[config.mk]
export PLATFORM = sky130hd
export DESIGN_NAME = multi_pattern_byte_matcher_flat
export DESIGN_NICKNAME = d
export VERILOG_FILES = /design/src/rtl/mpbm_pkg.sv /design/src/rtl/mpbm_in_if.sv /design/src/rtl/mpbm_out_if.sv /design/src/rtl/multi_pattern_byte_matcher.sv /design/src/rtl/mpbm_cfg_regs.sv /design/src/rtl/mpbm_search.sv /design/src/flat_wrapper.sv
export VERILOG_INCLUDE_DIRS = /design/src /design/src/rtl
export SDC_FILE = /design/constraint.sdc
export NUM_CORES = 1
export LEC_CHECK = 0
export BUFFER_PORTS_ARGS = -buffer_cell sky130_fd_sc_hd__buf_2
export CAP_MARGIN = 20
export CORE_MARGIN = 3
export CORE_UTILIZATION = 40
export CTS_CLUSTER_SIZE = 40
export DETAILED_ROUTE_END_ITERATION = 10
export RECOVER_POWER = 25
export SKIP_LAST_GASP = 1
export SYNTH_ARGS = -nofsm -noshare
export SYNTH_HDL_FRONTEND = slang
export SYNTH_HIERARCHICAL = 1
export SYNTH_SLANG_ARGS = --single-unit
[constraint.sdc]
create_clock -name i_clk -period 3.4 [get_ports i_clk]
set_clock_uncertainty 0.15 [all_clocks]
set_input_delay 0.17 -clock i_clk [delete_from_list [all_inputs] [get_ports i_clk]]
set_output_delay 0.17 -clock i_clk [all_outputs]
set_load 0.03 [all_outputs]
[src/rtl/assert_macros.svh]
// assertion macros shared by the matcher rtl
// no dependencies; included by the files that hold concurrent checks
`ifndef ASSERT_MACROS_SVH
`define ASSERT_MACROS_SVH

// clocked check, masked while reset is asserted
`define MPBM_ASSERT(lbl, clk, rst_n, prop, msg) \
    lbl: assert property (@(posedge clk) disable iff (!(rst_n)) (prop)) else $error(msg);

// clocked check that also holds during reset
`define MPBM_ASSERT_ALWAYS(lbl, clk, prop, msg) \
    lbl: assert property (@(posedge clk) (prop)) else $error(msg);

`endif

[src/rtl/mpbm_pkg.sv]
// shared types and constants of the multi-pattern byte matcher
// no dependencies; imported by every other rtl file except assert_macros.svh
`default_nettype none

package mpbm_pkg;

    localparam int DEF_PATTERN_COUNT = 3;
    localparam int DEF_MAX_LENGTH    = 8;

    localparam int REG_PATTERNS = 3;
    localparam int BYTE_W       = 8;
    localparam int PATTERN_W    = 64;
    localparam int LEN_W        = 4;
    localparam int OFFSET_W     = 16;
    localparam int WHICH_W      = 2;
    localparam int CFG_IDX_W    = 3;
    localparam int CFG_DATA_W   = 64;

    localparam logic [CFG_IDX_W-1:0] CFG_PATTERN_A = 3'd0;
    localparam logic [CFG_IDX_W-1:0] CFG_PATTERN_B = 3'd1;
    localparam logic [CFG_IDX_W-1:0] CFG_PATTERN_C = 3'd2;
    localparam logic [CFG_IDX_W-1:0] CFG_LENGTH_A  = 3'd3;
    localparam logic [CFG_IDX_W-1:0] CFG_LENGTH_B  = 3'd4;
    localparam logic [CFG_IDX_W-1:0] CFG_LENGTH_C  = 3'd5;

    typedef struct packed {
        logic [REG_PATTERNS-1:0][PATTERN_W-1:0] pattern;
        logic [REG_PATTERNS-1:0][LEN_W-1:0]     length;
    } t_cfg;

    typedef struct packed {
        logic                found;
        logic [WHICH_W-1:0]  which_pattern;
        logic [OFFSET_W-1:0] offset;
        logic                ended;
    } t_result;

endpackage

`default_nettype wire

[src/rtl/mpbm_in_if.sv]
// input channel of the matcher: one stream byte or end-of-input marker
// depends on mpbm_pkg
`default_nettype none

interface mpbm_in_if import mpbm_pkg::*; ();
    logic              valid;
    logic              ready;
    logic [BYTE_W-1:0] data_byte;
    logic              end_of_input;

    modport source (output valid, output data_byte, output end_of_input, input ready);
    modport sink (input valid, input data_byte, input end_of_input, output ready);
endinterface

`default_nettype wire

[src/rtl/mpbm_out_if.sv]
// result channel of the matcher: one result per input transaction
// depends on mpbm_pkg
`default_nettype none

interface mpbm_out_if import mpbm_pkg::*; ();
    logic                valid;
    logic                ready;
    logic                found;
    logic [WHICH_W-1:0]  which_pattern;
    logic [OFFSET_W-1:0] offset;
    logic                ended;

    modport source (output valid, output found, output which_pattern, output offset,
                    output ended, input ready);
    modport sink (input valid, input found, input which_pattern, input offset,
                  input ended, output ready);
endinterface

`default_nettype wire

[src/rtl/multi_pattern_byte_matcher.sv]
// an accepted input transaction is held in the input register, then its result in the result register
// one byte per cycle while the result channel is not stalled; the window compare is combinational
// an input register and a result register part the two channels, so one input is taken
// while a result waits
// reset (synchronous, active low) clears the patterns, lengths, window and counts
// top level of the matcher; depends on mpbm_pkg, the channel interfaces,
// mpbm_cfg_regs, mpbm_search and assert_macros.svh
`default_nettype none
`include "assert_macros.svh"

module multi_pattern_byte_matcher import mpbm_pkg::*; #(
    parameter int PATTERN_COUNT = DEF_PATTERN_COUNT,
    parameter int MAX_LENGTH    = DEF_MAX_LENGTH
) (
    input  wire logic                  i_clk,
    input  wire logic                  i_rst_n,
    input  wire logic                  i_cfg_we,
    input  wire logic [CFG_IDX_W-1:0]  i_cfg_idx,
    input  wire logic [CFG_DATA_W-1:0] i_cfg_data,
    mpbm_in_if.sink                    i_in,
    mpbm_out_if.source                 o_out
);

    t_cfg              cfg;
    t_result           result;
    logic              r_in_valid;
    logic [BYTE_W-1:0] r_in_byte;
    logic              r_in_eoi;
    logic              r_out_valid;
    t_result           r_out;
    logic              advance;
    logic              in_take;

    mpbm_cfg_regs u_cfg (
        .i_clk      (i_clk),
        .i_rst_n    (i_rst_n),
        .i_cfg_we   (i_cfg_we),
        .i_cfg_idx  (i_cfg_idx),
        .i_cfg_data (i_cfg_data),
        .o_cfg      (cfg)
    );

    mpbm_search #(
        .PATTERN_COUNT (PATTERN_COUNT),
        .MAX_LENGTH    (MAX_LENGTH)
    ) u_search (
        .i_clk          (i_clk),
        .i_rst_n        (i_rst_n),
        .i_step         (advance),
        .i_data_byte    (r_in_byte),
        .i_end_of_input (r_in_eoi),
        .i_cfg          (cfg),
        .o_result       (result)
    );

    assign advance    = r_in_valid && (!r_out_valid || o_out.ready);
    assign in_take    = i_in.valid && i_in.ready;
    assign i_in.ready = !r_in_valid || advance;

    always_ff @(posedge i_clk) begin
        if (!i_rst_n) begin
            r_in_valid  <= 1'b0;
            r_out_valid <= 1'b0;
        end else begin
            if (in_take) begin
                r_in_valid <= 1'b1;
            end else if (advance) begin
                r_in_valid <= 1'b0;
            end
            if (advance) begin
                r_out_valid <= 1'b1;
            end else if (o_out.ready) begin
                r_out_valid <= 1'b0;
            end
        end
    end

    always_ff @(posedge i_clk) begin
        if (in_take) begin
            r_in_byte <= i_in.data_byte;
            r_in_eoi  <= i_in.end_of_input;
        end
        if (advance) begin
            r_out <= result;
        end
    end

    assign o_out.valid         = r_out_valid;
    assign o_out.found         = r_out.found;
    assign o_out.which_pattern = r_out.which_pattern;
    assign o_out.offset        = r_out.offset;
    assign o_out.ended         = r_out.ended;

    `MPBM_ASSERT(a_stall_holds_input, i_clk, i_rst_n, (r_in_valid && !advance) |=> (r_in_valid && $stable(r_in_byte) && $stable(r_in_eoi)), "input stage lost a pending byte")
    `MPBM_ASSERT(a_advance_loads_out, i_clk, i_rst_n, advance |=> r_out_valid, "result register not loaded on advance")

endmodule

`default_nettype wire

[src/rtl/mpbm_cfg_regs.sv]
// configuration register file: pattern bytes and pattern lengths
// depends on mpbm_pkg
`default_nettype none

module mpbm_cfg_regs import mpbm_pkg::*; (
    input  wire logic                  i_clk,
    input  wire logic                  i_rst_n,
    input  wire logic                  i_cfg_we,
    input  wire logic [CFG_IDX_W-1:0]  i_cfg_idx,
    input  wire logic [CFG_DATA_W-1:0] i_cfg_data,
    output t_cfg                       o_cfg
);

    t_cfg r_cfg;

    always_ff @(posedge i_clk) begin
        if (!i_rst_n) begin
            r_cfg <= '0;
        end else if (i_cfg_we) begin
            case (i_cfg_idx)
                CFG_PATTERN_A: r_cfg.pattern[0] <= i_cfg_data;
                CFG_PATTERN_B: r_cfg.pattern[1] <= i_cfg_data;
                CFG_PATTERN_C: r_cfg.pattern[2] <= i_cfg_data;
                CFG_LENGTH_A:  r_cfg.length[0]  <= i_cfg_data[LEN_W-1:0];
                CFG_LENGTH_B:  r_cfg.length[1]  <= i_cfg_data[LEN_W-1:0];
                CFG_LENGTH_C:  r_cfg.length[2]  <= i_cfg_data[LEN_W-1:0];
                default: ;
            endcase
        end
    end

    assign o_cfg = r_cfg;

endmodule

`default_nettype wire

[src/rtl/mpbm_search.sv]
// search state (byte window, fill and byte counts) and suffix compare
// depends on mpbm_pkg and assert_macros.svh
`default_nettype none
`include "assert_macros.svh"

module mpbm_search import mpbm_pkg::*; #(
    parameter int PATTERN_COUNT = DEF_PATTERN_COUNT,
    parameter int MAX_LENGTH    = DEF_MAX_LENGTH
) (
    input  wire logic              i_clk,
    input  wire logic              i_rst_n,
    input  wire logic              i_step,
    input  wire logic [BYTE_W-1:0] i_data_byte,
    input  wire logic              i_end_of_input,
    input  wire t_cfg              i_cfg,
    output t_result                o_result
);

    localparam int FILL_W = $clog2(MAX_LENGTH + 1);

    logic [BYTE_W-1:0]   r_window [MAX_LENGTH];
    logic [FILL_W-1:0]   r_fill;
    logic [OFFSET_W-1:0] r_count;

    logic [BYTE_W-1:0]   win_shift [MAX_LENGTH];
    logic [FILL_W-1:0]   fill_inc;
    logic [OFFSET_W-1:0] count_inc;
    logic [REG_PATTERNS-1:0] hit;
    logic                hit_any;
    logic                clear;

    always_comb begin
        win_shift[0] = i_data_byte;
        for (int j = 1; j < MAX_LENGTH; j++) begin
            win_shift[j] = r_window[j-1];
        end
        fill_inc  = (r_fill < FILL_W'(MAX_LENGTH)) ? r_fill + 1'b1 : r_fill;
        count_inc = (r_count != '1) ? r_count + 1'b1 : r_count;
    end

    for (genvar p = 0; p < REG_PATTERNS; p++) begin : g_pat
        if (p < PATTERN_COUNT) begin : g_on
            logic [LEN_W-1:0] len;
            logic             sel;
            assign len = i_cfg.length[p];

            always_comb begin
                logic ok;
                sel = 1'b0;
                for (int l = 1; l <= MAX_LENGTH; l++) begin
                    ok = 1'b1;
                    for (int j = 0; j < l; j++) begin
                        ok = ok & (win_shift[j] == i_cfg.pattern[p][BYTE_W*(l-1-j) +: BYTE_W]);
                    end
                    sel = sel | ((len == LEN_W'(l)) & ok);
                end
            end

            // zero length never equals any l, so it stays disabled
            assign hit[p] = sel && (len <= LEN_W'(fill_inc));
        end else begin : g_off
            assign hit[p] = 1'b0;
        end
    end

    always_comb begin
        o_result.which_pattern = '0;
        for (int p = REG_PATTERNS - 1; p >= 0; p--) begin
            if (hit[p]) begin
                o_result.which_pattern = WHICH_W'(p);
            end
        end
        hit_any = |hit;
        if (i_end_of_input) begin
            o_result.found         = 1'b0;
            o_result.which_pattern = '0;
            o_result.offset        = r_count;
            o_result.ended         = 1'b1;
        end else begin
            o_result.found  = hit_any;
            o_result.offset = count_inc;
            o_result.ended  = 1'b0;
        end
        clear = i_end_of_input || hit_any;
    end

    always_ff @(posedge i_clk) begin
        if (!i_rst_n) begin
            for (int j = 0; j < MAX_LENGTH; j++) begin
                r_window[j] <= '0;
            end
            r_fill  <= '0;
            r_count <= '0;
        end else if (i_step) begin
            for (int j = 0; j < MAX_LENGTH; j++) begin
                r_window[j] <= clear ? '0 : win_shift[j];
            end
            r_fill  <= clear ? '0 : fill_inc;
            r_count <= clear ? '0 : count_inc;
        end
    end

    `MPBM_ASSERT(a_eoi_clears, i_clk, i_rst_n, (i_step && i_end_of_input) |=> (r_fill == '0 && r_count == '0), "end of input did not restart the search")
    `MPBM_ASSERT(a_match_clears, i_clk, i_rst_n, (i_step && o_result.found) |=> (r_fill == '0 && r_count == '0), "match did not restart the search")
    `MPBM_ASSERT(a_found_xor_ended, i_clk, i_rst_n, !(o_result.found && o_result.ended), "result both found and ended")
    `MPBM_ASSERT(a_which_idle, i_clk, i_rst_n, o_result.found || (o_result.which_pattern == '0), "pattern index set without a match")

endmodule

`default_nettype wire

[src/flat_wrapper.sv]
// flat-port wrapper written by rule: the top's interface ports become plain ports
module multi_pattern_byte_matcher_flat import mpbm_pkg::*;
#(
    parameter int PATTERN_COUNT = DEF_PATTERN_COUNT,
    parameter int MAX_LENGTH    = DEF_MAX_LENGTH
)
  (i_clk, i_rst_n, i_cfg_we, i_cfg_idx, i_cfg_data, i_in_valid, i_in_data_byte, i_in_end_of_input, i_in_ready, o_out_valid, o_out_found, o_out_which_pattern, o_out_offset, o_out_ended, o_out_ready);
  mpbm_in_if i_in_i ();
  mpbm_out_if o_out_i ();
  input  wire logic i_clk;
  input  wire logic i_rst_n;
  input  wire logic i_cfg_we;
  input  wire logic [CFG_IDX_W-1:0] i_cfg_idx;
  input  wire logic [CFG_DATA_W-1:0] i_cfg_data;
  input wire logic [$bits(i_in_i.valid)-1:0] i_in_valid;
  input wire logic [$bits(i_in_i.data_byte)-1:0] i_in_data_byte;
  input wire logic [$bits(i_in_i.end_of_input)-1:0] i_in_end_of_input;
  output wire logic [$bits(i_in_i.ready)-1:0] i_in_ready;
  output wire logic [$bits(o_out_i.valid)-1:0] o_out_valid;
  output wire logic [$bits(o_out_i.found)-1:0] o_out_found;
  output wire logic [$bits(o_out_i.which_pattern)-1:0] o_out_which_pattern;
  output wire logic [$bits(o_out_i.offset)-1:0] o_out_offset;
  output wire logic [$bits(o_out_i.ended)-1:0] o_out_ended;
  input wire logic [$bits(o_out_i.ready)-1:0] o_out_ready;
  assign i_in_i.valid = i_in_valid;
  assign i_in_i.data_byte = i_in_data_byte;
  assign i_in_i.end_of_input = i_in_end_of_input;
  assign i_in_ready = i_in_i.ready;
  assign o_out_valid = o_out_i.valid;
  assign o_out_found = o_out_i.found;
  assign o_out_which_pattern = o_out_i.which_pattern;
  assign o_out_offset = o_out_i.offset;
  assign o_out_ended = o_out_i.ended;
  assign o_out_i.ready = o_out_ready;
  multi_pattern_byte_matcher #(.PATTERN_COUNT(PATTERN_COUNT), .MAX_LENGTH(MAX_LENGTH)) u_core (.i_clk(i_clk), .i_rst_n(i_rst_n), .i_cfg_we(i_cfg_we), .i_cfg_idx(i_cfg_idx), .i_cfg_data(i_cfg_data), .i_in(i_in_i), .o_out(o_out_i));
endmodule
### Yosys cells after proc, flatten, opt, wreduce, memory -nomap -nowiden

Memories as Yosys holds them, arrays and structs flattened.
Index checks and enable logic that the tools add are counted.

| word-level totals | value |
|---|---|
| flip-flop bits (word level) | 255 |
| latch bits | 0 |
| bits in writable memories | 64 |
| memory bits (read-only) | 0 |
| input bits | 81 |
| output and inout bits | 22 |
| logic and storage cells | 352 |
| memories | 1 |

Memories:

| memory | depth | bits a word | read ports | clocked after Yosys merged registers in | wr ports | RTL line | text |
|---|---|---|---|---|---|---|---|
| u_core.u_search.r_window | 8 | 8 | 7 | 0 | 8 | mpbm_search.sv:21 | `logic [BYTE_W-1:0] r_window [MAX_LENGTH];` |

| cells by class | value |
|---|---|
| add/sub/neg operators | 2 |
| $mul | 0 |
| div/mod/pow operators | 0 |
| order comparisons | 4 |
| equal/unequal tests | 138 |
| shift-type cells | 0 |
| muxes and demuxes | 31 |
| bitwise gates (word level) | 137 |
| reductions and logical operators | 22 |

Operators with widths:

| operator | count |
|---|---|
| 8-bit == test | 108 |
| 8-bit two-way mux | 16 |
| 1-bit bitwise AND | 108 |
| 4-bit by 3-bit == test with 1-bit output, second input constant | 12 |
| 16-bit two-way mux | 2 |
| 1-bit bitwise OR | 29 |
| 4-bit by 2-bit == test with 1-bit output, second input constant | 6 |
| 17-bit two-way mux | 1 |
| 16-bit by 1-bit adder with 16-bit output, second input constant | 1 |
| 16-bit inequality test, second input constant | 1 |
| 4-bit by 1-bit == test with 1-bit output, second input constant | 3 |
| 4-bit == test, second input constant | 3 |
| 4-bit <= comparator | 3 |
| 2-bit AND reduction | 6 |
| 1-bit two-way mux | 9 |
| 4-bit two-way mux | 2 |
| 3-bit by 2-bit == test with 1-bit output, second input constant | 2 |
| 3-bit == test, second input constant | 2 |
| 3-bit OR reduction | 2 |
| 1-bit logical AND | 5 |
| 4-bit by 1-bit adder with 4-bit output, second input constant | 1 |
| 4-bit less-than comparator, second input constant | 1 |
| 2-bit nonzero test | 2 |
| 3-bit by 1-bit == test with 1-bit output, second input constant | 1 |
| other kinds (5) | 8 |

### Longest topological paths before layout

An unclocked memory read counts as a cell.

| depth | value |
|---|---|
| depth in word-level cells | 16 |
| depth in mapped cells | 14 |
| depth with buffers taken out | 12 |

### Hierarchy

Netlist, hierarchy kept.

By module, submodules not included:

| module | instances | cells an instance | area each (um2) | seq. area each (um2) |
|---|---|---|---|---|
| mpbm_search | 1 | 1,775 | 14,835.5 | 2,082.0 |
| mpbm_cfg_regs | 1 | 734 | 7,564.8 | 4,083.9 |
| multi_pattern_byte_matcher | 1 | 38 | 974.7 | 910.9 |

### Worst setup path before layout

Ideal clock, no wire load.

| timing | value |
|---|---|
| path kind | register to register |
| start point | register u_core.r_out_valid (netlist: u_core/o_out.valid) |
| end point | memory u_core.u_search.r_window[0][0] (enable) |
| setup time | 410 ps |
| arrival | 3,207 ps |
| data required time | 2,840 ps |
| setup slack | -367 ps |
| cell stages (with the launch flop) | 6 |
| path buffers | 1 |
| period minus slack after synthesis | 3,767 ps |
| path through | dfxtp_1 > nor2b_4 > nor2b_1 > clkbuf_1 > nor2_1 > inv_1 |

RTL lines:

| element | RTL line | text |
|---|---|---|
| start: declaration | multi_pattern_byte_matcher.sv:29 | `logic r_out_valid;` |
| start signal: assignment | multi_pattern_byte_matcher.sv:63 | `r_out_valid <= 1'b0;` |
| start signal: assignment | multi_pattern_byte_matcher.sv:71 | `r_out_valid <= 1'b1;` |
| start signal: assignment | multi_pattern_byte_matcher.sv:73 | `r_out_valid <= 1'b0;` |
| end: declaration | mpbm_search.sv:21 |  |

==> reports/summary.txt <==
Run status: complete, but fails checks
Failing checks: setup timing
Share of flip-flops with an asynchronous set or reset after synthesis: 0%
Largest buffer count on any clock path: 3
Sequential-to-total area share from yosys stat: 30.3%
Number of unique standard cell types used by synthesis: 74
Final critical-path setup slack: -0.184 ns
Worst Tran Pin Value: 1.32 ns
Synth warnings: 6
Area growth from synthesis to layout: 39.5%
Drt first-iter violations: 2,949
Number of antenna violations at the first check in global routing: 5
Final routed DRC violation total: 0
Number of enable-type register cells in the synthesized netlist: 85
Number of placed I/O pins: 103
Buf+Inv Stages, Crit Path: 3
Primary FF master, synth: sky130_fd_sc_hd__dfxtp_1
Number of cells in the design after placement: 3,713
Crit-path leading delay family: simple AND/OR/NAND/NOR gates
Worst slew slack as a fraction of its limit: 11.7%
Layout cell share with drive strength beyond 1: 28.4%
X dimension of the die: 248 um
Most common library cell in the layout ignoring fill and taps: sky130_fd_sc_hd__xnor2_1
Power per cell area: 349 nW/um2
Final net count: 3,188
Final-report max-slew violation count: 0
H-tree levels: 2
Worst-case setup slack after placement: -0.694 ns
Number of nets produced by synthesis: 2,642
Total of fill cells in the finished design: 5,136
Peak supply drop: 376 uV
Maximum number of pins on one net before global-route repair: 167
Slowest library cell on the worst path: sky130_fd_sc_hd__or4b_4
Crit-path cells: buf_12 > buf_4 > xnor2_1 > nand4_1 > nor4_1 > nand4_1 > o41ai_4 > o41a_1 > or4b_4 > nor2_4 > clkbuf_16 > and2_4
Final count of negative-setup-slack endpoints: 67
Hold Vio Cnt, Final: 0
Number of buffers inserted during clock tree synthesis: 39
Core occupancy in the finished layout: 57.1%
Cell count along the critical path: 12
Routed wire per std cell: 33.0 um
Via density per instance: 5.87
Data required time at the worst endpoint: 3.71 ns
Cell depth of the worst flop-to-flop path: 12
Top library cells by usage in the layout, fill and taps aside: sky130_fd_sc_hd__xnor2_1, sky130_fd_sc_hd__buf_4, sky130_fd_sc_hd__xor2_1
Data arrival time of the critical path: 3.90 ns
Area of the die: 61,400 um2
Clock-pin slew reported for the worst setup and hold paths after clock tree synthesis: 0.06 ns
First-pass GRT wire length: 174 mm
Area of the core region: 57,100 um2
Post-route ant nets: 0
Clock latency reported for the late side of the worst-skew pair: 0.60 ns
Die Y: 248 um
Crit path capture type: flip-flop
Crit path kind: flip-flop to flip-flop
Maximum achievable frequency: 279 MHz
Remaining global-route overflow: 0
Worst Hold Path Cells: 3
Post-synthesis cell area: 23,400 um2
Unrepaired setup endpoints after global routing: yes
Via count: 22,779
Clock net sink count: 311
Max-cap violation count: 0
Effective utilization at floorplan: 40.9%
Clock tree from TritonCTS: done
Area occupied by multi-input gates: 15,100 um2
Shortest period the worst path allows: 3.58 ns
Storage cell area: 7080 um2
Kind of launch point of the worst setup path: flip-flop
Most Frequent Cell on Critical Path: sky130_fd_sc_hd__nand4_1
Via count of the first global-routing pass: 21,931
Seq cells post-synth: 311
Share of the clock period used by the worst path after layout: 105%
Mean cell area of the mapped netlist: 9.18 um2
Port Buf Inserts: 102
Delay of the slowest critical-path stage: 0.60 ns
Peak fanout along the critical path: 17
Gate count after technology mapping: 2,547
Estimated wirelength of the detail-placed design: 97.3 mm
Total track usage: 41.0%
Final weighted congestion in routability-driven placement: 1.09
Post-detailed-routing wire length: 128 mm
Worst min path class: primary input to flip-flop
Final non-filler cell total: 3,883
Detailed-routing iteration count for the pre-antenna-repair pass: 5
Row cnt: 87
Static leakage: 0.0137 uW
CTS root buf: sky130_fd_sc_hd__clkbuf_16
## worst register-to-register path: stages, from the launching register on
cell and delay, ns:
sky130_fd_sc_hd__edfxtp_1 0.42, sky130_fd_sc_hd__buf_12 0.20, sky130_fd_sc_hd__buf_4 0.22, sky130_fd_sc_hd__xnor2_1 0.17
sky130_fd_sc_hd__nand4_1 0.14, sky130_fd_sc_hd__nor4_1 0.07, sky130_fd_sc_hd__nand4_1 0.15, sky130_fd_sc_hd__o41ai_4 0.12
sky130_fd_sc_hd__o41a_1 0.45, sky130_fd_sc_hd__or4b_4 0.60, sky130_fd_sc_hd__nor2_4 0.33, sky130_fd_sc_hd__clkbuf_16 0.26
sky130_fd_sc_hd__and2_4 0.16
## final timing paths
| check | slack, ns | endpoint | start |
|---|---|---|---|
| worst max-delay path | -0.18 | u_core/u_search/r_window[5][3] | u_core/r_in_byte[2] |
| worst min-delay path | 0.02 | u_core/u_cfg/o_cfg[111] | i_rst_n |
| worst max register to register | -0.18 | u_core/u_search/r_window[5][3] | u_core/r_in_byte[2] |
| worst min register to register | 0.33 | u_core/u_cfg/o_cfg[137] | u_core/u_cfg/o_cfg[137] |
## per-stage QoR
stage                     hold WS, ns  area (um2)  TNS (ns)  total power, uW
after floorplan                 0.119       23400         0             5410
after global placement          0.197       29500    -52.70             6670
after detailed placement        0.200       29500    -39.93             6670
after CTS                     0.00463       32200     -4.28            11300
after global routing          0.00650       32600     -8.64            11600
final                          0.0204       32600     -7.96            11400
## cell usage after synthesis (all sizes together), types with 3 or more instances
cell type | count | area [um2]
clkbuf | 79 | 310
a21o | 5 | 37.5
nand2 | 294 | 1100
dfxtp | 226 | 4520
a2111oi | 3 | 26.3
ha | 14 | 175
buf | 209 | 1520
a221oi | 3 | 32.5
or4 | 6 | 45.0
nor2b | 19 | 126
a211oi | 6 | 55.1
a41oi | 3 | 26.3
nand3 | 27 | 135
nand4b | 6 | 52.6
nor4b | 3 | 32.5
xor2 | 339 | 2970
a31o | 5 | 43.8
nor3 | 31 | 155
nor2 | 18 | 77.6
nand4 | 149 | 932
nor4 | 116 | 726
a22o | 3 | 26.3
mux2i | 205 | 2050
or3 | 3 | 18.8
inv | 28 | 105
o22ai | 6 | 37.5
and3 | 5 | 31.3
xnor2 | 518 | 4540
a21oi | 20 | 100
and2 | 50 | 313
nand2b | 13 | 81.3
a31oi | 5 | 31.3
o21ai | 8 | 40.0
edfxtp | 85 | 2550
## power by group
part	leakage (uW)	switching, uW	internal, uW
clock network	0.000682	1900	2580
registers	0.00270	120	3920
logic	0.0103	1620	1220
## per-layer routing
metal  GRT usage [%]  share of wire (%)
met2            60.1                 42
met4            20.4                5.9
met5           0.795              0.078
met3            8.71                 10
met1            56.7                 42
## cells by family after synthesis
| logic type | Yosys count | share of synthesized area, % |
|---|---|---|
| mux | 207 | 8.87 |
| simple gates | 750 | 16.8 |
| xor+xnor | 857 | 32.1 |
| fa+ha+maj | 14 | 0.749 |
| buf+inv | 317 | 8.31 |
| flops | 311 | 30.3 |
| compound gates | 91 | 2.86 |
## cell type report
| cell class | count | share of cell area (%) |
|---|---|---|
| Multi-Input combinational cell | 1919 | 46.2 |
| Timing Repair Buffer | 793 | 24.6 |
| Clock buffer | 53 | 3.52 |
| Clock inverter | 19 | 0.714 |
| Tap cell | 756 | 2.90 |
| Sequential cell | 311 | 21.7 |
| Inverter | 29 | 0.345 |
| Antenna cell | 3 | 0.0230 |
## state kept, by name, summed over array words and instances (netlist names)
| name | flops |
|---|---|
| u_core/u_search/r_fill | 4 |
| u_core/u_search/r_count | 16 |
| u_core/r_in_eoi | 1 |
| u_core/o_out.ended | 1 |
| u_core/o_out.found | 1 |
| u_core/u_cfg/o_cfg | 204 |
| u_core/o_out.valid | 1 |
| u_core/u_search/r_window | 56 |
| u_core/o_out.offset | 16 |
| u_core/o_out.which_pattern | 2 |
| u_core/r_in_byte | 8 |
| u_core/r_in_valid | 1 |
## timing repair
action,in CTS,in global routing
pin swaps,10,22
hold buffers,72,0
buffers inserted,10,13
setup endpoints to repair,79,77
resized for setup,64,67
hold endpoints to repair,184,0
cloned,1,2
Power figures use the tool's default switching activity.
